==> src/sv/qrs_pkg.sv <==
// Package for the quadratic root solver: widths, cell payload types, shared helpers.
// Depends on nothing; every other file imports it.
`timescale 1ns / 1ps
package qrs_pkg;
  localparam int WORD_BITS = 32;
  localparam int FRAC_BITS = 16;
  localparam int DISC_BITS = 2 * WORD_BITS + 2;
  localparam int ROOT_BITS = WORD_BITS + 1;
  localparam int SQRT_STEPS = DISC_BITS / 2;
  localparam int Q_BITS = WORD_BITS + 2;
  localparam int NUM1_BITS = Q_BITS + FRAC_BITS + 1;
  localparam int DIV_STEPS = NUM1_BITS;
  localparam int DEN_BITS = Q_BITS + 1;

  // Square-root cell word
  typedef struct packed {
    logic                 valid;
    logic                 skip;
    logic                 lz;
    logic [DISC_BITS-1:0] rad;
    logic [DISC_BITS-1:0] rem;
    logic [ROOT_BITS-1:0] root;
    logic [WORD_BITS-1:0] ma;
    logic [WORD_BITS-1:0] mb;
    logic [WORD_BITS-1:0] mc;
    logic                 na;
    logic                 nb;
    logic                 nc;
  } sq_word_t;

  // Divider cell word: two restoring divisions in lock step
  typedef struct packed {
    logic                 valid;
    logic                 skip;
    logic                 lz;
    logic                 zq;
    logic [NUM1_BITS-1:0] n1;
    logic [DEN_BITS-1:0]  d1;
    logic [DEN_BITS:0]    r1;
    logic [NUM1_BITS-1:0] q1;
    logic [NUM1_BITS-1:0] n2;
    logic [DEN_BITS-1:0]  d2;
    logic [DEN_BITS:0]    r2;
    logic [NUM1_BITS-1:0] q2;
    logic                 neg1;
    logic                 neg2;
  } dv_word_t;

  // Clamp sign/magnitude to the word; flag when clamped
  function automatic logic [WORD_BITS:0] clamp_word(input logic [NUM1_BITS-1:0] mag,
                                                    input logic neg);
    logic [NUM1_BITS-1:0] lim;
    logic [WORD_BITS-1:0] m;
    logic                 sat;
    lim = (NUM1_BITS'(1) << (WORD_BITS - 1)) - (neg ? NUM1_BITS'(0) : NUM1_BITS'(1));
    sat = mag > lim;
    m = sat ? lim[WORD_BITS-1:0] : mag[WORD_BITS-1:0];
    return {sat, neg ? (~m + WORD_BITS'(1)) : m};
  endfunction
endpackage

==> src/sv/qrs_div_cell.sv <==
// One quotient bit of both root divisions.
// Depends on qrs_pkg.
`timescale 1ns / 1ps
module qrs_div_cell import qrs_pkg::*; (
  input  logic     clk,
  input  logic     rst,
  input  logic     en,
  input  dv_word_t din,
  output dv_word_t dout
);
  dv_word_t          nx;
  logic [DEN_BITS:0] s1;
  logic [DEN_BITS:0] s2;

  // Shift in a numerator bit, subtract the divisor when it fits
  always_comb begin
    nx = din;
    s1 = {din.r1[DEN_BITS-1:0], din.n1[NUM1_BITS-1]};
    s2 = {din.r2[DEN_BITS-1:0], din.n2[NUM1_BITS-1]};
    nx.n1 = {din.n1[NUM1_BITS-2:0], 1'b0};
    nx.n2 = {din.n2[NUM1_BITS-2:0], 1'b0};
    if (s1 >= {1'b0, din.d1}) begin
      nx.r1 = s1 - {1'b0, din.d1};
      nx.q1 = {din.q1[NUM1_BITS-2:0], 1'b1};
    end else begin
      nx.r1 = s1;
      nx.q1 = {din.q1[NUM1_BITS-2:0], 1'b0};
    end
    if (s2 >= {1'b0, din.d2}) begin
      nx.r2 = s2 - {1'b0, din.d2};
      nx.q2 = {din.q2[NUM1_BITS-2:0], 1'b1};
    end else begin
      nx.r2 = s2;
      nx.q2 = {din.q2[NUM1_BITS-2:0], 1'b0};
    end
  end

  always_ff @(posedge clk) begin
    if (rst) begin
      dout.valid <= 1'b0;
    end else if (en) begin
      dout.valid <= din.valid;
    end
    if (en) begin
      {dout.skip, dout.lz, dout.zq, dout.n1, dout.d1, dout.r1, dout.q1, dout.n2, dout.d2,
       dout.r2, dout.q2, dout.neg1, dout.neg2} <=
        {nx.skip, nx.lz, nx.zq, nx.n1, nx.d1, nx.r1, nx.q1, nx.n2, nx.d2,
         nx.r2, nx.q2, nx.neg1, nx.neg2};
    end
  end
endmodule

==> config.mk <==
export PLATFORM = sky130hd
export DESIGN_NAME = qrs_div_cell
export DESIGN_NICKNAME = d
export VERILOG_FILES = /design/src/sv/qrs_pkg.sv /design/src/sv/qrs_div_cell.sv
export SDC_FILE = /design/constraint.sdc
export NUM_CORES = 1
export LEC_CHECK = 0
export ABC_AREA = 1
export BUFFER_PORTS_ARGS = -buffer_cell sky130_fd_sc_hd__buf_2
export CAP_MARGIN = 20
export CORE_AREA = 2 2 279 281
export DETAILED_ROUTE_END_ITERATION = 10
export DIE_AREA = 0 0 281 283
export GPL_TIMING_DRIVEN = 0
export PLACE_DENSITY_LB_ADDON = 0.12
export SLEW_MARGIN = 20
export SYNTH_ARGS = -nofsm -noshare
export SYNTH_HDL_FRONTEND = slang
export SYNTH_SLANG_ARGS = --single-unit
==> constraint.sdc <==
create_clock -name clk -period 2.49 [get_ports clk]
set_clock_uncertainty 0.05 [all_clocks]
set_input_delay 0.249 -clock clk [delete_from_list [all_inputs] [get_ports clk]]
set_output_delay 0.249 -clock clk [all_outputs]
set_load 0.05 [all_outputs]
==> results of run 1 <==
-- power breakdown --
group	internal (mW)	switching, mW
Clock	3.49	2.52
Sequential	7.15	0.134
Combinational	1.54	3.81
Total	12.2	6.47
-- timing repair --
item	CTS	global route
endpoints found under the hold margin	343	0
setup endpoints to repair	0	59
hold buffers	344	0
gates resized for setup	0	41
-- layout by cell type, fill, tap and decap left out, drive strengths merged --
master,instances
clkinvlp,1
mux2i,1
xnor2,2
nand3b,21
and2,2
nand2,644
edfxtp,349
a21o,1
clkinv,16
xor2,36
a21oi,54
clkbuf,56
diode,3
fa,2
ha,70
dfxtp,1
buf,718
nand4,8
nor3,15
o21ai,16
o21a,1
inv,284
o21bai,9
conb,2
nand3,73
nor2,133
bufinv,3
nor4,1
dlygate4sd3,344
-- final cells by class --
| class | count | area [sq um] | area share [%] |
|---|---|---|---|
| Antenna cell | 3 | 7.51 | 0.0277 |
| Buffer | 16 | 161 | 0.596 |
| Clock buffer | 55 | 1120 | 4.14 |
| Clock inverter | 20 | 200 | 0.739 |
| Inverter | 284 | 1070 | 3.94 |
| Multi-Input combinational cell | 1091 | 5700 | 21.0 |
| Sequential cell | 350 | 10500 | 38.7 |
| Tap cell | 1040 | 1300 | 4.80 |
| Timing Repair Buffer | 1047 | 7040 | 26.0 |
-- metal layers --
layer	vias to the layer above	global-route usage, %	share of wire, %
li1	7805	-	-
met1	7307	21.6	43
met2	476	29.0	47
met3	84	4.77	7.4
met4	24	3.78	1.8
met5	-	0	0.21
-- kinds of logic (layout without fill, tap and decap cells) --
family	after synthesis	after routing	synth area share (%)
simple gates	897	897	22.2
flops	350	350	60.9
buf+inv	300	1422	7.09
compound gates	81	81	2.53
fa+ha+maj	72	72	5.31
xor+xnor	38	38	1.93
other cells	1	5	0.0217
mux	1	1	0.0581
-- worst paths after layout --
check             cells after the start         to  slack, ns      start
hold reg to reg                       3  dout[351]       0.99  dout[351]
setup reg to reg                      3  dout[351]       1.31  dout[351]
hold / removal                        3   dout[87]       0.08    din[86]
setup / recovery                     16  dout[251]       0.10   din[285]
-- Yosys cell counts (5+ instances only) --
| cell | instances | area share [%] |
|---|---|---|
| edfxtp_1 | 349 | 61 |
| a21oi_1 | 53 | 1.5 |
| nand3b_1 | 21 | 0.91 |
| buf_4 | 5 | 0.22 |
| nand3_2 | 24 | 1.4 |
| nand3_1 | 49 | 1.4 |
| inv_1 | 277 | 6.0 |
| nor2_2 | 9 | 0.33 |
| nand2_2 | 21 | 0.76 |
| inv_2 | 7 | 0.15 |
| ha_1 | 70 | 5.1 |
| o21ai_0 | 16 | 0.46 |
| buf_2 | 5 | 0.15 |
| o21bai_1 | 9 | 0.39 |
| xor2_1 | 36 | 1.8 |
| nor3_1 | 14 | 0.41 |
| nand4_1 | 8 | 0.29 |
| nor2_1 | 120 | 2.6 |
| nand2_1 | 623 | 14 |
-- worst max-delay path, cell delays in order --
cell,delay [ns]
dlygate4sd3_1,0.53
buf_2,0.13
inv_1,0.07
ha_2,0.33
a21oi_1,0.20
nand2_1,0.11
nand2_1,0.07
nand2_1,0.07
nand2_1,0.07
nand3_1,0.08
nor2_2,0.12
nand2_2,0.09
buf_6,0.17
buf_12,0.16
nand3_2,0.09
nand2_1,0.09
==> results by group, run 1 <==
Logic synthesis
  – Cells after Synth: 1,740
  – Seq/Total Area, Yosys: 60.9%
  – FFs w/ async S/R, synth: 0%
  – Top FF cell, synth: edfxtp_1
  – Yosys warns: 0
  – Mapped Area: 17,200 sq um
  – EDFF count, synth: 349
  – Yosys reg bits: 350
  – Syn Area/Cell: 9.91 sq um
  – Yosys cell types: 33

Worst setup path
  – CP Max Fanout: 10
  – Critical path capture point type: flip-flop
  – Req. time, crit path: 2.75 ns
  – Crit Path Category: input pin to flip-flop
  – Setup crit start kind: input pin
  – CP arrival: 2.65 ns

Cells and area
  – Core Util, Final: 35.3%
  – Number of flip-flops in the largest register: 350
  – Synthesis-to-layout area growth: 57.2%
  – # fillers: 8,016
  – Largest registers: dout x350
  – Final non-filler cell total: 3,906
  – Final Cell Area: 27,100 sq um
  – Share of cells above drive strength 1: 30.5%
  – Final nets: 3,260
  – Largest register by flop count: dout

Clocking
  – H-tree depth: 2
  – Insertion delay to the later sink of the worst-skew pair: 0.56 ns
  – CTS Root Cell: clkbuf_16
  – Clock-pin slew on the worst setup and hold paths: 0.06 ns
  – CTS tree: yes
  – Clock tree sinks: 350
  – Maximum root-to-sink buffer count: 3
  – Post-CTS setup buffer count: 0
  – Inserted Clock Buffers: 43

Route
  – Pre-antenna DRT Iters: 4
  – Number of remaining DRC errors: 0
  – DRT Wirelength: 70,600 microns
  – Starting DRT DRC Count: 859
  – Antenna-violating nets left: 0
  – Vias per cell: 4.02
  – Via count: 15,700
  – WL/cell: 18.1 microns

Flow run
  – Max_cap viols: 0

GRT
  – Largest net degree at the start of global routing: 103
  – Antenna violations before repair: 18
  – Vias in the first global route: 16,100
  – Total track usage: 17.1%
  – Overflow after GRT: 0
  – First-pass GRT wire length: 103,000 microns

Pwr
  – Pwr/cell area: 688 nW/um^2
  – Power after layout: 18.6 mW
  – VDD IR max: 478 uV
  – Leak: 12.9 nW

Timing
  – Setup slack after layout: 0.102 ns
  – Final Hold Viols: 0
  – Final Max Slew Viols: 0
  – FMAX: 419 MHz
  – Final Cycle Share: 95.9%
  – Minimum clock period: 2.39 ns
  – Max transition margin: 61.0%
  – Final setup TNS: 0 ns
  – Hold_ws: 0.0753 ns
  – Worst Tran Pin Value: 0.585 ns
  – Final setup vio count: 0

Placed design
  – Place WS: -0.357 ns
  – I/O Buffers: 700
  – Post-DP Area: 22,100 sq um
  – DP HPWL: 56,700 microns
  – Post-Place Cells: 3,484
  – GPL Wtd Cong: 0.867

Status
  – Status: completed

Floorplan
  – Core Box Area: 76,700 sq um
  – Height of the die: 283 microns
  – DIE AREA: 79,500 sq um
  – Initial Utilization: 22.5%
  – Row Count: 102
  – Die Wd: 281 microns
  – Ports: 707

Worst hold path
  – Min-Delay Path Class: input pin to flip-flop
No activity file was read; power rests on OpenSTA's default activity.
==> run 2: changes to the inputs <==
--- a/config.mk
+++ b/config.mk
@@ -8,9 +8,11 @@
 export ABC_AREA = 1
 export BUFFER_PORTS_ARGS = -buffer_cell sky130_fd_sc_hd__buf_2
 export CAP_MARGIN = 20
-export CORE_AREA = 2 2 279 281
+export CELL_PAD_IN_SITES_DETAIL_PLACEMENT = 0
+export CELL_PAD_IN_SITES_GLOBAL_PLACEMENT = 1
+export CORE_AREA = 2 2 273 275
 export DETAILED_ROUTE_END_ITERATION = 10
-export DIE_AREA = 0 0 281 283
+export DIE_AREA = 0 0 275 277
 export GPL_TIMING_DRIVEN = 0
 export PLACE_DENSITY_LB_ADDON = 0.12
 export SLEW_MARGIN = 20
==> run 2 against run 1 <==
  * Hold slack got worse by 0.0073 ns
  * First-iteration DRC count is 4.5% higher
  * Flip-flop and latch count did not move
  * Fmax increased by 1.1%
  * Critical path depth down 3
  * Utilization is 1.8 points higher
  * Final area increased by 0.72%
  * Wire length up 21%
  * Global-route usage grew 4.6 points
==> results by group, run 2 (synthesis gave the netlist of run 1 again) <==
Cells and area
  – Number of flip-flops in the largest register: 350
  – Most frequent cells in the layout: buf_2, nand2_1, edfxtp_1, dlygate4sd3_1, inv_1
  – FF/Latch Area: 10,500 sq um
  – Commonest non-fill, non-tap cell in the layout: buf_2
  – Share of cells above drive strength 1: 31.7%
  – Final nets: 3,262
  – Largest register by flop count: dout
  – Footprint of the multi-input gates: 5860 sq um
  – # fillers: 7,596
  – Synthesis-to-layout area growth: 58.3%
  – Largest registers: dout x350

Worst setup path
  – CP Max Fanout: 10
  – Critical path capture point type: flip-flop
  – CP cell instances: dlygate4sd3_1 > buf_2 > ha_1 > nand2_1 > nand2_1 > nand2_1 > nand2_1 > a21oi_2 > nand3_2 > nand3_2 > nand2_2 > buf_6 > o21ai_0
  – Setup crit start kind: input pin
  – Crit Path Category: input pin to flip-flop
  – Crit path top cell by count: nand2_1
  – Setup crit end: dout[54]
  – Worst R2R Setup Slack: 1.30 ns
  – RR Endpoint: dout[351]
  – Req. time, crit path: 2.79 ns
  – CP arrival: 2.66 ns
  – Reg2reg start: dout[351]
  – CP startpoint: din[65]
  – CP peak stage delay: 0.55 ns
  – Slowest CP cell: dlygate4sd3_1
  – Reg2Reg Depth: 3

Pwr
  – VDD IR max: 470 uV
  – Leak: 12.9 nW
  – Power after layout: 19.3 mW
  – Pwr/cell area: 708 nW/um^2

GRT
  – Overflow after GRT: 0
  – Vias in the first global route: 16,300
  – Antenna violations before repair: 26
  – First-pass GRT wire length: 119,000 microns
  – Largest net degree at the start of global routing: 94
  – Total track usage: 21.8%

Timing
  – Final Cycle Share: 94.9%
  – Max transition margin: 45.7%
  – Worst Tran Pin Value: 0.814 ns
  – Hold_ws: 0.0679 ns
  – RSZ-0062 raised after global routing: true
  – Minimum clock period: 2.36 ns
  – Final Hold Viols: 0
  – Final Max Slew Viols: 0
  – Final setup vio count: 0
  – FMAX: 423 MHz

Route
  – Vias per cell: 4.17
  – Via count: 16,000
  – Number of remaining DRC errors: 0
  – Pre-antenna DRT Iters: 5
  – Starting DRT DRC Count: 898
  – DRT Wirelength: 85,400 microns
  – WL/cell: 22.2 microns
  – Antenna-violating nets left: 0

Flow run
  – Max_cap viols: 0

Floorplan
  – Row Count: 100
  – Initial Utilization: 23.4%
  – Core Box Area: 73,600 sq um
  – Die Wd: 275 microns
  – Ports: 707
  – Height of the die: 277 microns
  – DIE AREA: 76,200 sq um

Clocking
  – Maximum root-to-sink buffer count: 3
  – CTS Root Cell: clkbuf_16
  – H-tree depth: 2
  – Inserted Clock Buffers: 44
  – CTS tree: yes
  – Clock-pin slew on the worst setup and hold paths: 0.05 ns
  – Clock tree sinks: 350
  – Insertion delay to the later sink of the worst-skew pair: 0.58 ns

Placed design
  – GPL Wtd Cong: 0.980
  – I/O Buffers: 700
  – DP HPWL: 70,700 microns

Worst hold path
  – Min-Delay Path Class: input pin to flip-flop

Status
  – Status: completed
[run 2: metrics by stage]
step / TNS, ns / area (sq um) / std cells / utilization [%] / setup slack (ns)
after CTS: 0 / 26900 / 3837 / 36.6 / 0.000223
final: 0 / 27300 / 3843 / 37.1 / 0.128
after global placement: -1574.54 / 22000 / 3410 / 29.9 / -4.51
after detailed placement: -12.50 / 22100 / 3413 / 30.0 / -0.280
after global routing: -0.00768 / 27300 / 3840 / 37.1 / -0.00537
after floorplan: 0 / 17200 / 1741 / - / 0.436
[run 2: layout make-up]
type                            instances  share of cell area (%)
Antenna cell                            5                  0.0458
Buffer                                 16                   0.628
Clock buffer                           54                    4.25
Clock inverter                         26                   0.990
Inverter                              284                    3.91
Multi-Input combinational cell       1091                    21.5
Sequential cell                       350                    38.5
Tap cell                              969                    4.44
Timing Repair Buffer                 1048                    25.8
[run 2: routing by layer]
metal / GRT usage (%) / share of wire, % / vias up
li1: - / - / 7831
met2: 37.2 / 48 / 534
met5: 0 / 0.073 / -
met3: 4.05 / 5.7 / 113
met4: 4.52 / 2.1 / 10
met1: 28.4 / 44 / 7548
[run 2: worst min path at each step]
stage / startpoint / to / cells after the start
2_1_floorplan: rst / dout[351] / 1
3_3_place_gp: rst / dout[351] / 2
3_5_place_dp: rst / dout[351] / 2
4_1_cts: din[245] / dout[246] / 3
5_1_grt: din[86] / dout[87] / 3
6_report: din[86] / dout[87] / 3
[run 2: power breakdown]
group	internal (mW)	switching [mW]
sequential	7.15	0.145
combinational	1.56	3.99
clock	3.76	2.72
total	12.5	6.86
[run 2: what timing repair did]
item | in CTS | in global routing
setup buffers | 0 | 1
hold endpoints to repair | 343 | 0
endpoints found under the setup margin | 0 | 69
hold buffers | 344 | 0
resized for setup | 0 | 72
[run 2: worst max-delay path, delay by kind of cell]
family	cells	cell delay [ns]
buffers and inverters	3	0.85
adder cells (fa/ha/maj)	1	0.35
AND/OR/NAND/NOR	7	0.66
AO/OA/AOI/OAI	2	0.54
