`config.mk`:
```
export PLATFORM = sky130hd
export DESIGN_NAME = qrs_sqrt_cell
export DESIGN_NICKNAME = d
export VERILOG_FILES = /design/src/sv/qrs_pkg.sv /design/src/sv/qrs_sqrt_cell.sv
export SDC_FILE = /design/constraint.sdc
export NUM_CORES = 1
export LEC_CHECK = 0
export BUFFER_PORTS_ARGS = -buffer_cell sky130_fd_sc_hd__buf_2
export CAP_MARGIN = 10
export CELL_PAD_IN_SITES_DETAIL_PLACEMENT = 0
export CELL_PAD_IN_SITES_GLOBAL_PLACEMENT = 2
export CORE_AREA = 2 2 207 209
export CTS_CLUSTER_SIZE = 12
export DETAILED_ROUTE_END_ITERATION = 16
export DIE_AREA = 0 0 209 211
export GPL_ROUTABILITY_DRIVEN = 0
export PLACE_DENSITY = 0.71
export SLEW_MARGIN = 20
export SYNTH_ARGS = -nofsm -noshare
export SYNTH_HDL_FRONTEND = slang
export SYNTH_SLANG_ARGS = --single-unit
```
`constraint.sdc`:
```
create_clock -name clk -period 4.3 [get_ports clk]
set_input_delay 0.215 -clock clk [delete_from_list [all_inputs] [get_ports clk]]
set_output_delay 0.215 -clock clk [all_outputs]
set_load 0.05 [all_outputs]
```
`src/sv/qrs_pkg.sv`:
```
// Package for the quadratic root solver: widths, cell payload types, shared helpers.
// Depends on nothing; every other file imports it.
`timescale 1ns / 1ps
package qrs_pkg;
  localparam int WORD_BITS = 32;
  localparam int FRAC_BITS = 16;
  localparam int DISC_BITS = 2 * WORD_BITS + 2;
  localparam int ROOT_BITS = WORD_BITS + 1;
  localparam int SQRT_STEPS = DISC_BITS / 2;
  localparam int Q_BITS = WORD_BITS + 2;
  localparam int NUM1_BITS = Q_BITS + FRAC_BITS + 1;
  localparam int DIV_STEPS = NUM1_BITS;
  localparam int DEN_BITS = Q_BITS + 1;

  // Square-root cell word
  typedef struct packed {
    logic                 valid;
    logic                 skip;
    logic                 lz;
    logic [DISC_BITS-1:0] rad;
    logic [DISC_BITS-1:0] rem;
    logic [ROOT_BITS-1:0] root;
    logic [WORD_BITS-1:0] ma;
    logic [WORD_BITS-1:0] mb;
    logic [WORD_BITS-1:0] mc;
    logic                 na;
    logic                 nb;
    logic                 nc;
  } sq_word_t;

  // Divider cell word: two restoring divisions in lock step
  typedef struct packed {
    logic                 valid;
    logic                 skip;
    logic                 lz;
    logic                 zq;
    logic [NUM1_BITS-1:0] n1;
    logic [DEN_BITS-1:0]  d1;
    logic [DEN_BITS:0]    r1;
    logic [NUM1_BITS-1:0] q1;
    logic [NUM1_BITS-1:0] n2;
    logic [DEN_BITS-1:0]  d2;
    logic [DEN_BITS:0]    r2;
    logic [NUM1_BITS-1:0] q2;
    logic                 neg1;
    logic                 neg2;
  } dv_word_t;

  // Clamp sign/magnitude to the word; flag when clamped
  function automatic logic [WORD_BITS:0] clamp_word(input logic [NUM1_BITS-1:0] mag,
                                                    input logic neg);
    logic [NUM1_BITS-1:0] lim;
    logic [WORD_BITS-1:0] m;
    logic                 sat;
    lim = (NUM1_BITS'(1) << (WORD_BITS - 1)) - (neg ? NUM1_BITS'(0) : NUM1_BITS'(1));
    sat = mag > lim;
    m = sat ? lim[WORD_BITS-1:0] : mag[WORD_BITS-1:0];
    return {sat, neg ? (~m + WORD_BITS'(1)) : m};
  endfunction
endpackage

```
`src/sv/qrs_sqrt_cell.sv`:
```
// One digit of the restoring square root: two radicand bits a cycle while en is high.
// Depends on qrs_pkg.
`timescale 1ns / 1ps
module qrs_sqrt_cell import qrs_pkg::*; (
  input  logic     clk,
  input  logic     rst,
  input  logic     en,
  input  sq_word_t din,
  output sq_word_t dout
);
  sq_word_t             nx;
  logic [DISC_BITS-1:0] rem2;
  logic [DISC_BITS-1:0] trial;

  // Shift in the next pair and try the next root bit
  always_comb begin
    nx = din;
    rem2 = {din.rem[DISC_BITS-3:0], din.rad[DISC_BITS-1:DISC_BITS-2]};
    trial = DISC_BITS'({din.root, 2'b01});
    nx.rad = {din.rad[DISC_BITS-3:0], 2'b00};
    if (rem2 >= trial) begin
      nx.rem = rem2 - trial;
      nx.root = {din.root[ROOT_BITS-2:0], 1'b1};
    end else begin
      nx.rem = rem2;
      nx.root = {din.root[ROOT_BITS-2:0], 1'b0};
    end
  end

  always_ff @(posedge clk) begin
    if (rst) begin
      dout.valid <= 1'b0;
    end else if (en) begin
      dout.valid <= din.valid;
    end
    if (en) begin
      {dout.skip, dout.lz, dout.rad, dout.rem, dout.root, dout.ma, dout.mb, dout.mc,
       dout.na, dout.nb, dout.nc} <=
        {nx.skip, nx.lz, nx.rad, nx.rem, nx.root, nx.ma, nx.mb, nx.mc,
         nx.na, nx.nb, nx.nc};
    end
  end
endmodule

```
==> results of run 1 <==
## cells by family after synthesis
logic type               Yosys count  share of synthesized area
multiplexers                       4                   0.003860
adder cells (fa/ha/maj)           35                    0.03861
AO/OA/AOI/OAI                    147                    0.08240
flip-flops                       265                     0.7006
buffers and inverters             74                    0.02548
other                              1                  0.0003306
AND/OR/NAND/NOR                  217                    0.09784
XOR/XNOR                          65                    0.05085
## cells in the mapped netlist, types with 2 or more instances
| master | n |
|---|---|
| or4_1 | 9 |
| clkbuf_1 | 22 |
| inv_1 | 43 |
| or2_2 | 4 |
| xor2_1 | 34 |
| and2_1 | 3 |
| buf_2 | 3 |
| o31ai_1 | 2 |
| o211ai_1 | 6 |
| nor4_1 | 16 |
| a21boi_0 | 4 |
| mux2_2 | 3 |
| nor2b_1 | 7 |
| nor3_1 | 21 |
| a31oi_1 | 4 |
| nand2b_1 | 5 |
| xnor2_1 | 30 |
| a2111oi_0 | 2 |
| and4_1 | 3 |
| ha_1 | 35 |
| nand2_1 | 43 |
| a21o_1 | 12 |
| o21bai_1 | 6 |
| o21ai_0 | 21 |
| and3_1 | 2 |
| buf_4 | 2 |
| or3_1 | 5 |
| edfxtp_1 | 264 |
| buf_1 | 3 |
| a21oi_1 | 70 |
| o21a_1 | 5 |
| nand3_1 | 10 |
| nor4_2 | 3 |
| nand4_1 | 16 |
| a221oi_1 | 2 |
| nor2_1 | 63 |
## routing by layer
layer | global-route usage | share of wire | wire length, um | vias up
li1 | - | - | - | 4561
met1 | 0.2902 | 0.45 | 21540 | 4751
met2 | 0.3367 | 0.46 | 22170 | 417
met3 | 0.04118 | 0.059 | 2823 | 80
met4 | 0.07980 | 0.033 | 1613 | 2
met5 | 0 | 0.00023 | 11 | -
## power by group through the flow
stage | combinational, W | sequential (W) | clock [W]
floorplan | 0.000342 | 0.00406 | 0
global placement | 0.00178 | 0.00323 | 0
detailed placement | 0.00178 | 0.00323 | 0
CTS | 0.00195 | 0.00318 | 0.00283
global route | 0.00204 | 0.00321 | 0.00291
finish | 0.00194 | 0.00319 | 0.00275
## metrics by stage
stage	setup slack (ns)	util	hold WS [ns]	area, um^2
after floorplan	1.157	-	0.2874	11350
after global routing	0.1602	0.4271	0.01867	17840
final	0.4114	0.4273	0.03884	17840
after CTS	0.3842	0.4269	0.004499	17830
after global placement	0.6117	0.3519	0.3776	14690
after detailed placement	0.5525	0.3519	0.3841	14690
## final timing paths
path                                  to  slack, ns  depth (start not counted)
setup / recovery     dout[176]$_DFFE_PP_       0.41                         15
setup reg to reg  dout[266]$_SDFFE_PP0P_       3.17                          3
hold / removal       dout[173]$_DFFE_PP_       0.04                          2
hold reg to reg   dout[266]$_SDFFE_PP0P_       1.03                          3
## cell type report
type / instances / area, um^2
fillers: 3947 / 23920
flip-flops and latches: 265 / 7948
inverters: 44 / 165.2
repair buffers: 752 / 4867
multi-input cells: 470 / 3110
diodes: 6 / 15.01
clock inverters: 20 / 165.2
clock buffers: 41 / 898.4
well taps: 539 / 674.4
==> flow_summary.yaml, run 1 <==
outcome:
  status: "finished clean"
clocking:
  cts_tree: "yes"
  cts_hold_buf: 207
  cts_made_buffers: 34
  clockBufferDepth: 3
  cts.clk_slew.worst_paths_ns: 0.06
  cts_root_buffer: "clkbuf_16"
  post_cts.repair.setup_buffers: 0
  cts_max_level: 2
  cts_resized: 0
  clk-insertion-delay-late_ns: 0.52
  cts_sinks: 265
floorplanning:
  io_pins: 537
  core_region_area_mm2: 0.04176
  die_area_mm2: 0.04410
  die_w_um: 209
  initial_core_util: 0.2716
  floorplan.rows: 75
  fp.dieH_um: 211
critical_path:
  startpoint: "din[101]"
  required_ns: 4.55
  crit_buf_inv: 5
  cpPeakStageDelay_ns: 0.61
  regToRegStartpoint: "dout[266]$_SDFFE_PP0P_"
  startpoint_type: "input pin"
  worstPathMaxFanout: 11
  critPathKind: "input pin to register"
  critPathArrivalTime_ns: 4.14
  critical_path.top_delay_family: "compound AO/OA/AOI/OAI gates"
  cp_slowest_cell: "dlygate4sd3_1"
  endpoint_kind: "register"
  cp_cell_sequence: "dlygate4sd3_1 -> buf_2 -> inv_1 -> ha_1 -> a21oi_1 -> nor2b_1 -> o311ai_4 -> nand2_1 -> a221oi_1 -> buf_4 -> o21ai_1 -> a41o_1 -> buf_4 -> nor4_1 -> xor2_1"
  path_common_cell: "buf_4"
route:
  postRouteAntennaNets: 0
  via_count: 9811
  first_pass_iters: 7
  avgRoutedWirePerCell_um: 22.54
  drc_errors: 0
  drt_iter0_markers: 779
  routed_via_density: 4.591
  wirelength_um: 48170
cells_and_area:
  final_common_cell: "buf_2"
  stdcell_count: 2137
  top_regs: "dout x265"
  final_cell_mix: "531 x buf_2, 264 x edfxtp_1, 207 x dlygate4sd3_1, 70 x a21oi_1, 63 x nor2_1"
  nets: 1872
  area_growth_pct: 57.30
  largest_reg_flops: 265
  top_register: "dout"
  drive_gt1_frac: 0.3838
placed_design:
  dpl.hpwl_um: 37420
  dp_cells: 1863
  numPortBuffers: 532
sta:
  slew_violations: 0
  rsz0062_at_grt: "no"
  fmax_mhz: 257.2
  setup_tns_ns: 0
  slew_headroom: 0.4842
  final.min_clock_period_ns: 3.889
  hold_viol: 0
  fin_worst_skew_ns: 0
  post-route-period-util: 0.9043
  finalSetupViolations: 0
  worst_pin_slew_ns: 0.7737
logic_synthesis:
  synth_top_area_cell: "edfxtp_1"
  yosys_warnings: 0
  syn_area_mm2: 0.01134
  synth_seq_area_share: 0.7006
  synth-main-ff-cell: "edfxtp_1"
  synthArstFlopShare: 0
  syn_inst: 808
  yosys-top-cells-area: "edfxtp_1 70%, ha_1 3.9%, a21oi_1 3.1%, xor2_1 2.6%, xnor2_1 2.3%"
  yosys.area.top_type_share: 0.6989
  ys_ff_latch: 265
  post_synth_num_cell_types: 61
  synth_edf_count: 264
  syn_avg_cell_area_um2: 14.04
pwr:
  p_comb_frac: 0.247
  vdd_ir_drop_max_v: 0.0002278
  fin_total_pwr_w: 0.007876
  swShare: 0.3292
  p_clk_frac: 0.349
  p_sw_w: 0.002593
  p_seq_frac: 0.404
  power.density_mw_per_mm2: 441.4
  p_int_w: 0.005283
  p_leak_nw: 7.566
grt:
  grt_pass1_wl_um: 69020
  overflow: 0
  track_usage: 0.2128
  grt_max_degree: 91
  grt_pass1_vias: 10090
  antenna_found_initial: 10
job:
  max-cap-violations: 0
min_path:
  worstHoldStart: "din[171]"
  hold_path.class: "input pin to register"
No activity file was read; power rests on OpenSTA's default activity.
==> run 2: changes to the inputs <==
--- a/config.mk
+++ b/config.mk
@@ -6,14 +6,15 @@
 export NUM_CORES = 1
 export LEC_CHECK = 0
+export ABC_AREA = 1
 export BUFFER_PORTS_ARGS = -buffer_cell sky130_fd_sc_hd__buf_2
 export CAP_MARGIN = 10
 export CELL_PAD_IN_SITES_DETAIL_PLACEMENT = 0
 export CELL_PAD_IN_SITES_GLOBAL_PLACEMENT = 2
-export CORE_AREA = 2 2 207 209
+export CORE_MARGIN = 2
+export CORE_UTILIZATION = 28
 export CTS_CLUSTER_SIZE = 12
 export DETAILED_ROUTE_END_ITERATION = 16
-export DIE_AREA = 0 0 209 211
 export GPL_ROUTABILITY_DRIVEN = 0
-export PLACE_DENSITY = 0.71
+export PLACE_DENSITY = 0.76
 export SLEW_MARGIN = 20
 export SYNTH_ARGS = -nofsm -noshare
==> constraint.sdc (replaced) <==
create_clock -name clk -period 4.3 [get_ports clk]
set_input_delay 0.645 -clock clk [delete_from_list [all_inputs] [get_ports clk]]
set_output_delay 0.645 -clock clk [all_outputs]
set_load 0.05 [all_outputs]
==> run 2 against run 1 <==
Area after synthesis up 12%. Register-to-register slack better by 0.54 ns. Utilization is 4.6 points lower. Non-clock buffer count fell by 212. Sequential cell count unchanged. Final area down 3.8%. Clock skew unchanged. Clock-buffer cell count is 5 lower. Via count is 15% higher. Sequential share of layout area up 1.7 points. Fmax grew 24%. Clock power shrank 6%.
==> flow_summary.yaml, run 2 <==
sta:
  post-route-period-util: 0.7316
  worst_pin_slew_ns: 0.8226
  whs_ns: 0.2376
  hold_viol: 0
  fin_worst_skew_ns: 0
  finalSetupViolations: 0
  rsz0062_at_grt: "no"
  slew_headroom: 0.4504
  setup_tns_ns: 0
  fin_ws_ns: 1.154
  fmax_mhz: 317.9
  slew_violations: 0
  final.min_clock_period_ns: 3.146
cells_and_area:
  largest_reg_flops: 265
  drive_gt1_frac: 0.3165
  fill_cells: 4736
  top_register: "dout"
  register_area_mm2: 0.007948
  stdcell_count: 2494
  final_common_cell: "buf_2"
  top_regs: "dout x265"
  final_cell_mix: "531 x buf_2, 418 x nand2_1, 264 x edfxtp_1, 203 x inv_1, 122 x nor2_1"
  multi_input_area_mm2: 0.003951
  nets: 2169
  fin_area_mm2: 0.01717
  area_growth_pct: 34.84
logic_synthesis:
  yosys-top-cells-area: "edfxtp_1 62%, nand2_1 12%, inv_1 6.0%, nor2_1 3.6%, ha_1 3.4%"
  yosys_warnings: 0
  syn_inst: 1301
  yosysMostFrequentCell: "nand2_1"
  synth_top_area_cell: "edfxtp_1"
  syn_avg_cell_area_um2: 9.789
  synth_edf_count: 264
  synth-main-ff-cell: "edfxtp_1"
  synthArstFlopShare: 0
  synth_common_cells: "418 x nand2_1, 264 x edfxtp_1, 203 x inv_1"
  yosys.area.top_type_share: 0.6225
  synth_seq_area_share: 0.6240
  post_synth_num_cell_types: 34
  ys_ff_latch: 265
  syn_area_mm2: 0.01274
clocking:
  cts_root_buffer: "clkbuf_16"
  cts_max_level: 1
  clockBufferDepth: 3
  cts_sinks: 265
  cts_hold_buf: 0
  post_cts.repair.setup_buffers: 0
  cts_made_buffers: 31
  cts_resized: 0
  cts.clk_slew.worst_paths_ns: 0.06
  clk-insertion-delay-late_ns: 0.57
  cts_tree: "yes"
route:
  drt_iter0_markers: 798
  avgRoutedWirePerCell_um: 22.78
  postRouteAntennaNets: 0
  drc_errors: 0
  via_count: 11300
  routed_via_density: 4.530
  first_pass_iters: 5
  wirelength_um: 56810
pwr:
  p_leak_nw: 8.000
  power.density_mw_per_mm2: 445.6
  vdd_ir_drop_max_v: 0.0002971
floorplanning:
  fp.dieH_um: 217.3
  initial_core_util: 0.2825
  floorplan.rows: 78
  core_region_area_mm2: 0.04509
  io_pins: 537
  die_area_mm2: 0.04721
  die_w_um: 217.3
grt:
  grt_pass1_vias: 11220
  grt_pass1_wl_um: 78110
  grt_max_degree: 92
  antenna_found_initial: 21
  track_usage: 0.2318
  overflow: 0
placed_design:
  dp_slack_ns: 0.5490
  dp_cells: 2431
  dpl.hpwl_um: 46930
  postPlaceCellArea_mm2: 0.01617
  numPortBuffers: 532
critical_path:
  endpoint_kind: "register"
  required_ns: 4.60
  startpoint_type: "input pin"
  critPathKind: "input pin to register"
  worstPathMaxFanout: 37
  critPathArrivalTime_ns: 3.44
min_path:
  hold_path.class: "input pin to register"
outcome:
  status: "finished clean"
job:
  max-cap-violations: 0
-- run 2: cell types whose count changed in the layout (fill, tap and decap cells not counted), moves of 25 or more --
cell           delta
nand2_1         +375
a21oi_1          -31
nor2_1           +59
xor2_1           -25
dlygate4sd3_1   -207
inv_1           +160
nand3_1          +37
-- run 2: final timing paths --
| path | depth (start not counted) | startpoint | end | slack (ns) |
|---|---|---|---|---|
| worst max register to register | 2 | dout[266]$_SDFFE_PP0P_ | dout[266]$_SDFFE_PP0P_ | 3.71 |
| worst min register to register | 2 | dout[266]$_SDFFE_PP0P_ | dout[266]$_SDFFE_PP0P_ | 0.50 |
| worst min-delay path | 2 | rst | dout[266]$_SDFFE_PP0P_ | 0.24 |
| worst max-delay path | 14 | din[105] | dout[135]$_DFFE_PP_ | 1.15 |
-- run 2: layout make-up --
type	instances	share of cell area
Antenna cell	8	0.001166
Inverter	204	0.04459
Sequential cell	265	0.4628
Tap cell	600	0.04372
Timing Repair Buffer	540	0.1606
Multi-Input combinational cell	822	0.2301
Clock buffer	36	0.04627
Clock inverter	19	0.01078
-- run 2: cell families (layout without fill, tap and decap cells) --
group                    count (synthesis)  count (layout)  synth area share
buffers and inverters                  215             799           0.06602
AND/OR/NAND/NOR                        654             654            0.2109
adder cells (fa/ha/maj)                 35              35           0.03438
flip-flops                             265             265            0.6240
AO/OA/AOI/OAI                           97              97           0.04087
XOR/XNOR                                33              33           0.02269
multiplexers                             1               1         0.0007860
other                                    1              10         0.0002944
-- run 2: stage by stage --
step / total power (W) / utilization
3_5_place_dp: 0.005118 / 0.3587
5_1_grt: 0.007930 / 0.3804
6_report: 0.007651 / 0.3809
3_3_place_gp: 0.005117 / 0.3587
2_1_floorplan: 0.004448 / -
4_1_cts: 0.007745 / 0.3804
-- run 2: metal layers --
metal,part of all wire,track usage,wire length [um]
met1,0.44,0.3068,24730
met2,0.47,0.3863,26510
met3,0.077,0.05381,4383
met4,0.020,0.05000,1118
met5,0.0011,0,64
-- run 2: critical path, stage by stage --
cell	delay, ns
buf_2	0.09
inv_1	0.04
ha_1	0.34
nand2_1	0.16
inv_1	0.07
a21oi_2	0.17
nand3_2	0.17
nand2_1	0.10
nand2_1	0.10
nand2_1	0.10
nand2_2	0.13
a21oi_4	0.69
buf_4	0.46
o21ai_0	0.17
-- run 2: power by group --
group	leakage [nW]	switching (W)	internal, W	total [W]
Combinational	4.94	0.00144	0.000420	0.00186
Sequential	2.59	0.0000794	0.00312	0.00320
Clock	0.467	0.00110	0.00150	0.00259
==> run 3: changes to the inputs <==
Settings changed: ABC_AREA 1 to 0, CORE_UTILIZATION 28 to 26, PLACE_DENSITY 0.76 to 0.71.
Clock period 4.3 ns to 2.5 ns, I/O delays scaled along.
==> run 3 against run 2 <==
The flow now finishes with violations (negative setup slack). Clock-buffer cell count up 4. Clock skew unchanged. Sequential power is 71% higher. Total power up 77%. Combinational power up 100%. Largest power group unchanged. Worst setup slack got worse by 1.3 ns. Die area decreased by 4.0%. Global-route usage shrank 4.1 points. Sequential cell count is the same.
==> flow_summary.yaml, run 3 (synthesis results as in run 1) <==
outcome:
  status: "finished with violations"
  violations: "negative setup slack"
cells_and_area:
  final_common_cell: "buf_2"
  nets: 2082
  fill_cells: 3968
  register_area_mm2: 0.007948
  top_regs: "dout x265"
  drive_gt1_frac: 0.5139
  final_cell_mix: "527 x buf_2, 264 x edfxtp_1, 237 x buf_4, 187 x dlygate4sd3_1, 61 x a21oi_1"
  top_register: "dout"
  fin_util: 0.4639
  area_growth_pct: 76.18
  largest_reg_flops: 265
  fin_area_mm2: 0.01998
  multi_input_area_mm2: 0.003601
placed_design:
  dpl.hpwl_um: 35050
  postPlaceCellArea_mm2: 0.01659
  numPortBuffers: 532
sta:
  rsz0062_at_grt: "yes"
  fin_worst_skew_ns: 0
  fin_ws_ns: -0.1585
  finalSetupViolations: 31
  hold_viol: 0
  setup_tns_ns: -1.226
  slew_violations: 0
  post-route-period-util: 1.063
  worst_pin_slew_ns: 0.7014
  fmax_mhz: 376.2
  slew_headroom: 0.5315
  final.min_clock_period_ns: 2.658
pwr:
  p_leak_nw: 8.643
  power.density_mw_per_mm2: 676.4
  vdd_ir_drop_max_v: 0.0005236
route:
  routed_via_density: 4.299
  wirelength_um: 45890
  drc_errors: 0
  via_count: 10270
  first_pass_iters: 6
  drt_iter0_markers: 659
  postRouteAntennaNets: 0
  avgRoutedWirePerCell_um: 19.20
critical_path:
  endpoint_kind: "register"
  critPathKind: "input pin to register"
  critPathArrivalTime_ns: 2.99
  worstPathMaxFanout: 4
  startpoint_type: "input pin"
  required_ns: 2.83
grt:
  grt_max_degree: 59
  antenna_found_initial: 7
  track_usage: 0.1910
  grt_pass1_vias: 10770
  grt_pass1_wl_um: 64680
  overflow: 0
floorplanning:
  io_pins: 537
  die_w_um: 212.9
  core_region_area_mm2: 0.04308
  fp.dieH_um: 212.9
  initial_core_util: 0.2633
  floorplan.rows: 76
  die_area_mm2: 0.04532
clocking:
  cts_root_buffer: "clkbuf_16"
  cts_made_buffers: 31
  cts_sinks: 265
  cts_tree: "yes"
  clk-insertion-delay-late_ns: 0.57
  cts.clk_slew.worst_paths_ns: 0.06
  cts_max_level: 1
  clockBufferDepth: 3
min_path:
  hold_path.class: "input pin to register"
job:
  max-cap-violations: 0
[run 3: worst max-delay path, stage by stage]
cell and delay, ns:
buf_2 0.13, inv_1 0.05, ha_1 0.33, buf_4 0.13
nand2_1 0.12, o21ai_0 0.34, o21bai_1 0.20, a221oi_2 0.10
o31a_2 0.33, a41o_1 0.25, or4_4 0.50, xnor2_2 0.14
[run 3: area by class of cell]
| cell class | count | share of cell area |
|---|---|---|
| repair buffers | 965 | 0.3277 |
| well taps | 585 | 0.03663 |
| clock buffers | 40 | 0.04151 |
| inverters | 44 | 0.009266 |
| diodes | 5 | 0.0006261 |
| multi-input cells | 470 | 0.1802 |
| flip-flops and latches | 265 | 0.3977 |
| clock inverters | 16 | 0.006386 |
[run 3: stage by stage]
stage          total power [W]  hold WS [ns]  cells  worst slack [ns]
2_1_floorplan         0.007596        0.4474    809           -0.6524
3_3_place_gp          0.008967        0.4743   2130           -0.9034
3_5_place_dp          0.008974        0.4856   2130           -0.9618
4_1_cts                0.01363      0.003097   2382           -0.2167
5_1_grt                0.01408     0.0005842   2389           -0.2539
6_report               0.01352       0.02056   2390           -0.1585
[run 3: power by group]
group	internal, W	switching, W	leakage, nW
clock	0.00244	0.00186	0.461
sequential	0.00536	0.000108	2.59
combinational	0.00127	0.00247	5.59
total	0.00908	0.00444	8.64
[run 3: final timing paths]
check / from / endpoint / slack [ns] / depth (start not counted)
hold / removal: din[117] / dout[118]$_DFFE_PP_ / 0.02 / 1
setup reg to reg: dout[266]$_SDFFE_PP0P_ / dout[266]$_SDFFE_PP0P_ / 1.92 / 2
setup / recovery: din[122] / dout[194]$_DFFE_PP_ / -0.16 / 12
hold reg to reg: dout[266]$_SDFFE_PP0P_ / dout[266]$_SDFFE_PP0P_ / 0.50 / 2
[run 3: routing by layer]
| layer | vias to the layer above | share of wire | track usage |
|---|---|---|---|
| li1 | 4983 | - | - |
| met1 | 4900 | 0.41 | 0.2321 |
| met2 | 335 | 0.50 | 0.3382 |
| met3 | 52 | 0.070 | 0.04486 |
| met4 | 4 | 0.019 | 0.05088 |
| met5 | - | 0.00052 | 0 |
[run 3: repair_timing]
action                                  4_1_cts  5_1_grt
hold endpoints to repair                    187        0
resized for setup                            52       38
hold buffers                                187        0
setup buffers                                 7        3
pin swaps                                     8       14
endpoints found under the setup margin       65       65
gates cloned                                  2        0
